[config.mk]
export PLATFORM = sky130hd
export DESIGN_NAME = pcfs_front
export DESIGN_NICKNAME = d
export VERILOG_FILES = /design/src/hdl/pcfs_pkg.sv /design/src/hdl/pcfs_front.sv
export SDC_FILE = /design/constraint.sdc
export NUM_CORES = 1
export LEC_CHECK = 0
export BUFFER_PORTS_ARGS = -buffer_cell sky130_fd_sc_hd__buf_2
export CORE_MARGIN = 8
export CORE_UTILIZATION = 30
export CTS_BUF_LIST = sky130_fd_sc_hd__clkbuf_4 sky130_fd_sc_hd__clkbuf_8 sky130_fd_sc_hd__clkbuf_16
export CTS_CLUSTER_DIAMETER = 100
export CTS_CLUSTER_SIZE = 40
export DETAILED_ROUTE_END_ITERATION = 7
export PLACE_DENSITY = 0.54
export SLEW_MARGIN = 20
export SYNTH_ARGS = -nofsm -noshare
export SYNTH_HDL_FRONTEND = slang
export SYNTH_SLANG_ARGS = --single-unit
[constraint.sdc]
create_clock -name clk_i -period 25.4 [get_ports clk_i]
set_input_delay 2.54 -clock clk_i [delete_from_list [all_inputs] [get_ports clk_i]]
set_output_delay 2.54 -clock clk_i [all_outputs]
set_load 0.05 [all_outputs]
[src/hdl/pcfs_pkg.sv]
`default_nettype none

package pcfs_pkg;

  localparam int MaxEntries = 32;
  localparam logic [7:0] Pdu2Threshold = 8'd240;
  localparam logic [3:0] MaxDlc = 4'd8;

  typedef enum logic [1:0] {
    FUNC_ADD  = 2'd0,
    FUNC_TICK = 2'd1,
    FUNC_SEND = 2'd2
  } func_e;

  // one classified word handed from front to back
  typedef struct packed {
    func_e        op;
    logic [17:0]  pgn;
    logic [2:0]   prio;
    logic [7:0]   sa;
    logic [31:0]  period;
    logic [3:0]   len;
    logic [63:0]  payload;
    logic [31:0]  last_sent;
    logic [31:0]  now;
  } cmd_t;

  // static part of a table entry; last-sent time lives in its own memory
  typedef struct packed {
    logic [17:0]  pgn;
    logic [2:0]   prio;
    logic [7:0]   sa;
    logic [31:0]  period;
    logic [3:0]   len;
    logic [63:0]  payload;
  } entry_t;

endpackage

`default_nettype wire

[src/hdl/pcfs_front.sv]
`default_nettype none

module pcfs_front (
  input  wire logic             clk_i,
  input  wire logic             rst_ni,
  input  wire logic             start_i,
  output logic                  busy_o,
  input  wire logic [1:0]       func_i,
  input  wire logic [17:0]      pgn_i,
  input  wire logic [2:0]       priority_req_i,
  input  wire logic [7:0]       source_address_i,
  input  wire logic [31:0]      period_ms_i,
  input  wire logic [3:0]       data_length_i,
  input  wire logic [63:0]      payload_i,
  input  wire logic [31:0]      last_sent_ms_i,
  input  wire logic [31:0]      now_ms_i,
  output logic                  q_vld_o,
  output pcfs_pkg::cmd_t        q_cmd_o,
  input  wire logic             pop_i
);

  pcfs_pkg::cmd_t mem_q [2];
  logic           wr_ptr_q, rd_ptr_q;
  logic [1:0]     cnt_q;
  logic           known;
  logic           push;
  pcfs_pkg::cmd_t cmd;

  always_comb begin
    unique case (pcfs_pkg::func_e'(func_i))
      pcfs_pkg::FUNC_ADD,
      pcfs_pkg::FUNC_TICK,
      pcfs_pkg::FUNC_SEND: known = 1'b1;
      default:             known = 1'b0; // unused code is dropped here
    endcase
  end

  always_comb begin
    cmd.op        = pcfs_pkg::func_e'(func_i);
    cmd.pgn       = pgn_i;
    cmd.prio      = priority_req_i;
    cmd.sa        = source_address_i;
    cmd.period    = period_ms_i;
    cmd.len       = data_length_i;
    cmd.payload   = payload_i;
    cmd.last_sent = last_sent_ms_i;
    cmd.now       = now_ms_i;
  end

  assign busy_o  = (cnt_q == 2'd2);
  assign push    = start_i && !busy_o && known;
  assign q_vld_o = (cnt_q != 2'd0);
  assign q_cmd_o = mem_q[rd_ptr_q];

  always_ff @(posedge clk_i or negedge rst_ni) begin
    if (!rst_ni) begin
      wr_ptr_q <= 1'b0;
      rd_ptr_q <= 1'b0;
      cnt_q    <= 2'd0;
    end else begin
      if (push) wr_ptr_q <= ~wr_ptr_q;
      if (pop_i) rd_ptr_q <= ~rd_ptr_q;
      if (push && !pop_i) begin
        cnt_q <= cnt_q + 2'd1;
      end else if (pop_i && !push) begin
        cnt_q <= cnt_q - 2'd1;
      end
    end
  end

  always_ff @(posedge clk_i) begin
    if (push) mem_q[wr_ptr_q] <= cmd;
  end

endmodule

`default_nettype wire

* Word level (Yosys, flattened, before mapping)
Memory sizes are Yosys's and may differ from the RTL's. Index checks and enable logic that the tools add are counted. W data, S select, Z words.
Word-level totals: input port bits 199, bits in latches 0, word-level logic and storage cells 27, bits in writable memories 390, memories 1, flip-flop bits (word level) 4, output and inout bits 197, ROM bits 0
Memories:
- mem_q | words 2, width 195, read ports 1, clocked after memory_dff 0, write ports 1, line pcfs_front.sv:22 | pcfs_pkg::cmd_t mem_q [2];
Cells by class: muxes and demuxes 5, $mul 0, order comparisons 0, shift operators 0, div/mod/pow operators 0, bitwise logic cells 2, $add $sub $neg 2, reductions and logical operators 11, equality and inequality tests 3
Operators by type and width (count):
- $eq A2 B2 Y1 const B | 2
- $logic_and A1 B1 Y1 | 4
- $mux W2 | 2
- $reduce_bool A2 Y1 | 2
- $logic_not A1 Y1 | 3
- $mux W1 | 3
- $reduce_or A3 Y1 | 1
- $add A2 B1 Y2 const B | 1
- $eq A2 B1 Y1 const B | 1
- $logic_not A2 Y1 | 1
- $not A1 Y1 | 2
- $sub A2 B1 Y2 const B | 1

* Longest topological paths before layout
Gate-level depths: netlist of run 1.
depth after elaboration 8, mapped depth 7, gate-level depth less buffers 7

* Least setup slack after synthesis of run 1
OpenSTA, ideal clock, no wires.
kind in2reg, from input port func_i[0], to memory mem_q[0][0] (netlist name), enable pin, setup slack 13.807 ns, stages 3, library setup time 0.754 ns, data required time 24.646 ns, path buffers 0, arrival 10.839 ns, path through nand2_1 > nand3b_1 > nor2_1
On the way: cells in the longest elaborated chain, start to end 6, elaborated cells between the ends (all ways) 8, classes of those cells 2 x eq/ne; 3 x mux; 3 x reduce/logical
RTL lines:
- start, declared | line pcfs_front.sv:8 | input wire logic [1:0] func_i,
- $eq A2 B1 Y1, or another cell as far along | line pcfs_front.sv:30 | unique case (pcfs_pkg::func_e'(func_i))
- $reduce_or A3 Y1 * | line pcfs_front.sv:30
- $mux W1 * | line pcfs_front.sv:30
- $logic_and A1 B1 Y1 * | line pcfs_front.sv:51 | assign push = start_i && !busy_o && known;
- $mux W1 * | line pcfs_front.sv:72 | if (push) mem_q[wr_ptr_q] <= cmd;
- $mux W1 (implied by the code) * | line pcfs_front.sv:72
- end, declared | line pcfs_front.sv:22
Mark *: on every way between the ends. The rest lies on a longest branch, timed or not.

==> impl_metrics.py, run 1 <==
metrics = {
    "synthesis": {
        "synth_area_leaders": "edfxtp_1 (79%), mux2_4 (14%), mux2_2 (4.2%)",
        "muxShareOfSynthArea_pct": 18.3,
        "yosys_warnings": 0,
        "synth_most_common_cell": "edfxtp_1",
        "ys_seq_elements": 394,
        "synth_top_area_share_pct": 78.9,
        "yosysUniqueCellTypes": 15,
        "synth_common_cells": "edfxtp_1 (390), mux2_4 (140), mux2_2 (55)",
        "ys_seq_area_share_pct": 79.5,
        "synthCells": 627,
        "synth_compound_area_share_pct": 0,
        "yosysTopAreaCell": "edfxtp_1",
        "synth_top_family_by_area": "multiplexers",
        "synth_adder_area_share_pct": 0.0842,
        "syn_area_sq_um": 14900,
        "synth-simple-area-share_pct": 0.236,
        "syn_nets": 827,
        "synth-edff-count": 390,
        "yosys_most_used_dff": "edfxtp_1",
        "synth_async_sr_flop_share_pct": 1.02,
        "avgSynthCellArea_sq_um": 23.7,
        "synth_xor_area_share_pct": 0.295,
    },
    "grt": {
        "antenna_found_initial": 3,
        "grtUsageTotal_pct": 10.8,
        "grt_pass1_wl_microns": 47700,
        "grt_pass1_vias": 7698,
        "grt_max_degree": 72,
        "grt-ovfl-total": 0,
    },
    "timing": {
        "setup_tns_ps": 0,
        "timing.final.crit_share_pct": 24.9,
        "finalClockSkew_ps": 27.3,
        "finalMaxSlewViolations": 0,
        "tightestPinTransition_ps": 1030,
        "rsz0062_at_grt": "no",
        "setup_violations": 0,
        "max-slew-margin-rel_pct": 31.2,
        "final-hold-violation-count": 0,
        "period_needed_ps": 6320,
        "fmax_mhz": 158,
    },
    "cells_and_area": {
        "synthToLayoutAreaGrowth_pct": 21.5,
        "fillers": 4569,
        "utilization_pct": 36.9,
        "drive_above_1_share_pct": 60.6,
        "fin_nets": 1226,
    },
    "critical_path": {
        "cpMostUsedCell": "buf_4",
        "cp.required_ps": 22860,
        "worstPathCellList": "buf_4 -> buf_4 -> mux2_2 -> buf_2",
        "end_kind": "output pin",
        "crit_arrival_ps": 3780,
        "path_max_fanout": 53,
        "path_buf_inv": 3,
        "cpMaxStageDelayCell": "buf_4",
        "crit_type": "reg -> out",
        "critical-path-top-delay-family": "buffers and inverters",
        "cp_slowest_stage_delay_ps": 850,
        "start_kind": "register",
    },
    "clock_tree": {
        "clk_pin_slew_ps": 140,
        "clockBufferDepth": 3,
        "cts_root_buf": "clkbuf_16",
        "cts_repair_resize_count": 0,
        "cts_buffers": 15,
        "cts_tree": "built",
        "post_cts_buffers": 0,
        "htree_levels": 1,
        "cts.sinks": 394,
        "clock_latency_ps": 530,
        "cts_hold_buf": 0,
    },
    "route": {
        "wl_per_cell_microns": 19.3,
        "drc": 0,
        "drt_first_pass_iters": 4,
        "drt_wl_total_microns": 32700,
        "avgViaCountPerCell": 4.14,
        "drtAntennaViolNets": 0,
        "drt_iter0_markers": 307,
        "vias": 7027,
    },
    "placement": {
        "hpwl_microns": 23500,
        "io_buffers": 395,
        "gp_congestion": 0.740,
    },
    "pwr": {
        "p_per_area_nw_per_um2": 124,
        "ir_drop_uv": 83.6,
        "p_leak_nw": 6.91,
    },
    "die": {
        "io_pins": 396,
        "die_w_microns": 239,
        "start_util_pct": 30.3,
        "die_area_sq_um": 56900,
        "core_area_sq_um": 49000,
        "chipHeight_microns": 239,
        "rows": 81,
    },
    "status": {
        "status": "finished clean",
    },
    "hold_path": {
        "min_path_type": "reg -> reg",
    },
    "job": {
        "cap_violations": 0,
    },
}
==> cell families after synthesis <==
kind of cell | count (synthesis)
AND/OR/NAND/NOR | 7
XOR/XNOR | 5
buffers and inverters | 25
adder cells (fa/ha/maj) | 1
multiplexers | 195
flip-flops | 394
==> power breakdown <==
group	leakage, nW	switching (mW)	internal, mW
logic	3.03	0.707	0.304
clock network	0.247	0.197	0.130
registers	3.64	0.0409	0.850
==> layer usage <==
metal	wire length, microns	track usage, %	vias up	share of wire [%]
li1	-	-	3271	-
met1	13000	12.4	3527	40
met2	17000	19.7	204	52
met3	2120	2.99	21	6.5
met4	578	2.42	4	1.8
met5	23	0	-	0.070
==> state kept, by name, summed over array words and instances (netlist names) <==
register  count
wr_ptr_q      1
cnt_q         2
mem_q       390
rd_ptr_q      1
==> worst register-to-register path, cell delays in order (launching register included) <==
cell      delay [ps]
dfrtp_1          420
nor2b_1          170
nand3b_1         350
nor2_4           710
buf_4            580
buf_4            820
==> cell type report <==
| type | count | area (sq um) | share of cell area (%) |
|---|---|---|---|
| multi-input combinational | 208 | 2830 | 15.7 |
| sequential | 394 | 11800 | 65.5 |
| clock inverter | 8 | 135 | 0.749 |
| antenna | 1 | 2.50 | 0.0139 |
| inverter | 3 | 11.3 | 0.0624 |
| tap | 664 | 831 | 4.60 |
| timing repair buffer | 404 | 2040 | 11.3 |
| clock buffer | 16 | 383 | 2.12 |
==> worst paths after layout <==
path                          start            to  slack [ps]  cells after the start
max reg2reg                cnt_q[1]  mem_q[1][56]       21900                      5
max                        rd_ptr_q   q_cmd_o[38]       19080                      4
min                        cnt_q[1]      cnt_q[1]         500                      1
min reg2reg                cnt_q[1]      cnt_q[1]         500                      1
max in group asynchronous    rst_ni      rd_ptr_q       23470                      1
min in group asynchronous    rst_ni      rd_ptr_q        1780                      1
==> metrics by stage <==
stage / hold slack (ps) / setup slack [ps] / area, sq um / instances / total power [mW]
after global placement: 472 / 19650 / 17500 / 1673 / 1.93
after global routing: 506 / 18860 / 18000 / 1698 / 2.32
after detailed placement: 476 / 19610 / 17500 / 1673 / 1.94
after CTS: 493 / 18980 / 18000 / 1697 / 2.27
after floorplan: 448 / 13810 / 14900 / 627 / 1.77
final: 497 / 19080 / 18000 / 1698 / 2.23
==> layout by cell type, fill, tap and decap left out <==
cell	synthesis	routed
inv_12	0	1
xor2_1	3	3
inv_16	0	1
inv_1	3	3
bufinv_16	0	1
ha_1	1	1
buf_4	0	9
clkinvlp_4	0	1
buf_2	5	395
diode_2	0	1
clkbuf_16	0	15
nand2_1	1	1
inv_8	0	1
nor2_4	0	2
dfrtp_4	0	1
mux2_4	140	140
mux2_2	55	55
nand3b_1	1	1
clkinv_1	0	1
clkinv_16	0	1
nor2b_1	1	1
nor2_1	3	1
xnor2_1	2	2
or2_2	1	1
clkinv_8	0	1
clkbuf_4	0	1
edfxtp_1	390	390
dfrtp_1	4	3
(Power assumes the default switching activity.)
==> run 2: changes to the inputs <==
Settings changed: PLACE_DENSITY 0.54 to 0.56.
Clock period 25.4 ns to 5.1 ns, I/O delays scaled along.
==> run 2 against run 1 <==
Compared with the run above:
- cell count grew 0.41%
- core utilization grew 0.44 points
- design area grew 1.2%
- die area is the same
- routed wire length shrank 0.35%
- count of clock-buffer cells in the layout grew 5
- worst hold slack lost 370 ps
- register-to-register slack lost 19000 ps
- flip-flop and latch count is the same
- first-iteration DRC count grew 12%
- combinational power grew to 5.1 times the previous value
- worst setup slack lost 17000 ps
- largest cell class unchanged
- largest power group unchanged
- highest routed layer unchanged
==> impl_metrics.py, run 2 (same netlist as run 1, synthesis figures left out) <==
metrics = {
    "timing": {
        "period_needed_ps": 3100,
        "setup_tns_ps": 0,
        "final-hold-violation-count": 0,
        "fmax_mhz": 322,
        "finalMaxSlewViolations": 0,
        "rsz0062_at_grt": "no",
        "max-slew-margin-rel_pct": 45.3,
        "tightestPinTransition_ps": 818,
        "timing.final.crit_share_pct": 60.8,
        "setup_violations": 0,
        "finalClockSkew_ps": 31.0,
    },
    "die": {
        "core_area_sq_um": 49000,
        "chipHeight_microns": 239,
        "start_util_pct": 30.3,
        "die_w_microns": 239,
        "rows": 81,
        "io_pins": 396,
        "die_area_sq_um": 56900,
    },
    "critical_path": {
        "cp_slowest_stage_delay_ps": 800,
        "critPathLaunch": "rd_ptr_q",
        "end_kind": "output pin",
        "start_kind": "register",
        "cpMaxStageDelayCell": "dfrtp_4",
        "crit_type": "reg -> out",
        "cp.required_ps": 4590,
        "path_max_fanout": 33,
        "r2r_start": "cnt_q[1]",
        "crit_arrival_ps": 2590,
        "worstPathCellList": "buf_16 -> buf_12 -> mux2_2 -> buf_2",
    },
    "route": {
        "drt_wl_total_microns": 32600,
        "drc": 0,
        "drt_first_pass_iters": 4,
        "avgViaCountPerCell": 4.18,
        "vias": 7127,
        "drt_iter0_markers": 343,
        "drtAntennaViolNets": 0,
        "wl_per_cell_microns": 19.1,
    },
    "cells_and_area": {
        "largest_registers": "mem_q: 390 flops, cnt_q: 2 flops",
        "finish.instance_area_sq_um": 18300,
        "final_common_cell": "buf_2",
        "largest_reg_flops": 390,
        "regMostFlops": "mem_q",
        "fin_nets": 1230,
        "final_cell_mix": "buf_2 (395), edfxtp_1 (390), mux2_4 (140), mux2_2 (55), clkbuf_16 (17)",
        "synthToLayoutAreaGrowth_pct": 23.0,
        "drive_above_1_share_pct": 60.9,
    },
    "grt": {
        "use_met1_pct": 12.6,
        "met2_usage_pct": 19.1,
        "grt-ovfl-total": 0,
        "met3_usage_pct": 3.47,
        "grt_max_degree": 97,
        "grt_pass1_vias": 7646,
        "grtUsageTotal_pct": 10.8,
        "antenna_found_initial": 5,
        "grt_pass1_wl_microns": 47700,
        "grt.busiest_layer": "met2",
    },
    "clock_tree": {
        "clockBufferDepth": 3,
        "htree_levels": 1,
        "cts_tree": "built",
        "cts.sinks": 394,
        "cts_root_buf": "clkbuf_16",
        "cts_buffers": 16,
        "clock_latency_ps": 550,
        "clk_pin_slew_ps": 140,
    },
    "pwr": {
        "p_leak_nw": 7.00,
        "p_per_area_nw_per_um2": 619,
        "ir_drop_uv": 523,
    },
    "placement": {
        "gp_congestion": 0.709,
        "dpl-instance-area_sq_um": 17600,
        "io_buffers": 395,
        "hpwl_microns": 22900,
    },
    "hold_path": {
        "hold_start": "now_ms_i[18]",
        "min_path_type": "in -> reg",
    },
    "job": {
        "cap_violations": 0,
    },
    "status": {
        "status": "finished clean",
    },
}
[run 2: changes by cell type in the layout (fill, tap and decap cells not counted), sizes merged]
| cell | delta |
|---|---|
| clkbuf | +5 |
| buf | +2 |
| clkinv | +2 |
| bufinv | -1 |
| clkinvlp | -1 |
| dlygate4sd3 | +1 |
| inv | -1 |
[run 2: stage by stage]
| stage | power, mW | util (%) | worst slack, ps | hold slack [ps] | std cells |
|---|---|---|---|---|---|
| 2_1_floorplan | 8.70 | - | -1470 | 214 | 627 |
| 3_3_place_gp | 9.68 | 36.0 | 2340 | 322 | 1674 |
| 3_5_place_dp | 9.71 | 36.0 | 2330 | 324 | 1674 |
| 4_1_cts | 11.5 | 37.3 | 1680 | 90.0 | 1703 |
| 5_1_grt | 11.8 | 37.3 | 1860 | 87.5 | 1705 |
| 6_report | 11.3 | 37.3 | 2000 | 129 | 1705 |
[run 2: final cells by class]
| class | instances | area (sq um) |
|---|---|---|
| fill | 4573 | 30700 |
| sequential | 394 | 11800 |
| multi-input combinational | 208 | 2830 |
| timing repair buffer | 407 | 2180 |
| tap | 664 | 831 |
| clock buffer | 21 | 455 |
| clock inverter | 7 | 145 |
| inverter | 3 | 11.3 |
| antenna | 1 | 2.50 |
[run 2: worst paths after layout]
path | to | slack (ps) | depth (start not counted)
worst max-delay path | q_cmd_o[42] | 2000 | 4
worst min-delay path | mem_q[0][18] | 130 | 1
worst max register to register | mem_q[0][71] | 2570 | 4
worst min register to register | cnt_q[1] | 490 | 1
max in group asynchronous | rd_ptr_q | 4690 | 2
min in group asynchronous | cnt_q[1] | 280 | 2
[run 2: timing repair]
item                      4_1_cts  5_1_grt
hold endpoints to repair        4        0
resized for setup               0        0
hold buffers                    1        0
setup buffers                   0        0
[run 2: where the power goes]
part | internal (mW) | leakage (nW) | switching (mW)
logic | 1.57 | 3.07 | 3.57
registers | 4.23 | 3.64 | 0.185
clock network | 0.703 | 0.288 | 1.05
total | 6.50 | 7.00 | 4.80
[run 2: worst max-delay path: cells and delay by family (launching register included)]
kind | cells | cell delay, ps
buffers and inverters | 3 | 810
DFF | 1 | 800
muxes | 1 | 380
[run 2: per-layer routing]
| metal | part of all wire [%] | vias to the layer above |
|---|---|---|
| met4 | 1.8 | 8 |
| li1 | - | 3287 |
| met2 | 51 | 213 |
| met3 | 7.1 | 33 |
| met5 | 0.16 | - |
| met1 | 40 | 3586 |
==> run 3: changes to the inputs <==
Clock period 5.1 ns to 2.6 ns, I/O delays scaled along.
==> run 3 against run 2 <==
Compared with the run above:
- sequential power grew 94%
- clock power grew 85%
- die area is the same
==> impl_metrics.py, run 3 (same netlist as run 1, synthesis figures left out) <==
metrics = {
    "status": {
        "status": "finished clean",
    },
    "cells_and_area": {
        "fin_nets": 1450,
        "final_cell_mix": "buf_2 (395), edfxtp_1 (390), dlygate4sd3_1 (197), mux2_4 (140), mux2_2 (55)",
        "largest_reg_flops": 390,
        "finish.instance_area_sq_um": 20400,
        "regMostFlops": "mem_q",
        "utilization_pct": 41.7,
        "synthToLayoutAreaGrowth_pct": 37.5,
        "drive_above_1_share_pct": 52.1,
        "largest_registers": "mem_q: 390 flops, cnt_q: 2 flops",
        "final_common_cell": "buf_2",
        "num_antenna_cells": 0,
    },
    "grt": {
        "antenna_found_initial": 1,
        "grt_pass1_vias": 8890,
        "grt_max_degree": 44,
        "grt-ovfl-total": 0,
        "grt_pass1_wl_microns": 53500,
        "grtUsageTotal_pct": 12.0,
    },
    "timing": {
        "tightestPinTransition_ps": 322,
        "setup_violations": 0,
        "finalMaxSlewViolations": 0,
        "holdWs_ps": 55.0,
        "finalClockSkew_ps": 21.5,
        "fin_ws_ps": 120,
        "final-hold-violation-count": 0,
        "period_needed_ps": 2480,
        "timing.final.crit_share_pct": 95.4,
        "rsz0062_at_grt": "no",
        "fmax_mhz": 403,
        "max-slew-margin-rel_pct": 78.5,
    },
    "job": {
        "cap_violations": 0,
    },
    "critical_path": {
        "cpMaxStageDelayCell": "dfrtp_4",
        "crit_type": "reg -> out",
        "start_kind": "register",
        "worstPathCellList": "buf_12 -> buf_12 -> mux2_2 -> buf_2",
        "crit_arrival_ps": 2220,
        "cp.required_ps": 2340,
        "reg2regPathDepth": 5,
        "cp_slowest_stage_delay_ps": 540,
        "cpMostUsedCell": "buf_12",
        "end_kind": "output pin",
        "path_max_fanout": 27,
    },
    "die": {
        "io_pins": 396,
        "die_w_microns": 239,
        "chipHeight_microns": 239,
        "core_area_sq_um": 49000,
        "rows": 81,
        "start_util_pct": 30.3,
        "die_area_sq_um": 56900,
    },
    "placement": {
        "dpl_worst_slack_ps": 551,
        "dpl-instance-area_sq_um": 17900,
        "gp_congestion": 0.741,
        "hpwl_microns": 25300,
        "io_buffers": 395,
    },
    "clock_tree": {
        "cts_repair_resize_count": 0,
        "clk_pin_slew_ps": 130,
        "clockBufferDepth": 3,
        "cts_buffers": 15,
        "htree_levels": 1,
        "cts_tree": "built",
        "cts_root_buf": "clkbuf_16",
        "cts.sinks": 394,
        "clock_latency_ps": 530,
    },
    "route": {
        "vias": 7959,
        "drt_first_pass_iters": 4,
        "drt_iter0_markers": 423,
        "avgViaCountPerCell": 4.14,
        "drc": 0,
        "drt_wl_total_microns": 35500,
        "wl_per_cell_microns": 18.5,
        "drtAntennaViolNets": 0,
    },
    "pwr": {
        "total_power_mw": 22.6,
        "p_leak_nw": 7.94,
        "p_per_area_nw_per_um2": 1100,
        "ir_drop_uv": 914,
    },
    "hold_path": {
        "min_path_type": "in -> async",
    },
}
run 3: critical path, delay by kind of cell, from the launching register on:
kind	cells	cell delay, ps
buf+inv	3	700
flops	1	540
mux	1	390
run 3: area by class of cell:
cell class                 count  area (sq um)
fill                        4373         28500
sequential                   394         11800
timing repair buffer         628          4410
multi-input combinational    208          2840
tap                          664           831
clock buffer                  18           398
clock inverter                 7           126
inverter                       3          11.3
run 3: worst paths after layout:
kind	from	slack, ps	endpoint
worst max-delay path	rd_ptr_q	120	q_cmd_o[26]
worst min-delay path	rst_ni	60	rd_ptr_q
worst max register to register	cnt_q[1]	560	mem_q[0][133]
worst min register to register	cnt_q[1]	510	cnt_q[1]
max in group asynchronous	rst_ni	2390	rd_ptr_q
min in group clk_i	start_i	210	wr_ptr_q
run 3: per-stage QoR:
step	std cells	setup TNS, ps
5_1_grt	1922	0
6_report	1922	0
2_1_floorplan	627	-647750
3_3_place_gp	1700	0
4_1_cts	1922	0
3_5_place_dp	1700	0
run 3: layer usage:
metal | GRT usage [%] | share of wire [%] | vias up | wire [microns]
met5 | 0 | 0 | - | 0
met4 | 3.13 | 2.0 | 0 | 694
met3 | 2.42 | 5.7 | 37 | 2020
met2 | 21.2 | 51 | 228 | 18100
met1 | 14.8 | 41 | 3985 | 14600
li1 | - | - | 3709 | -
run 3: power breakdown:
part,total (mW),internal (mW),switching (mW)
sequential,8.56,8.28,0.285
combinational,10.8,3.51,7.26
clock,3.23,1.30,1.94
run 3: timing repair:
action	CTS	global route
hold buffers	197	0
setup buffers	0	0
hold endpoints to repair	395	0
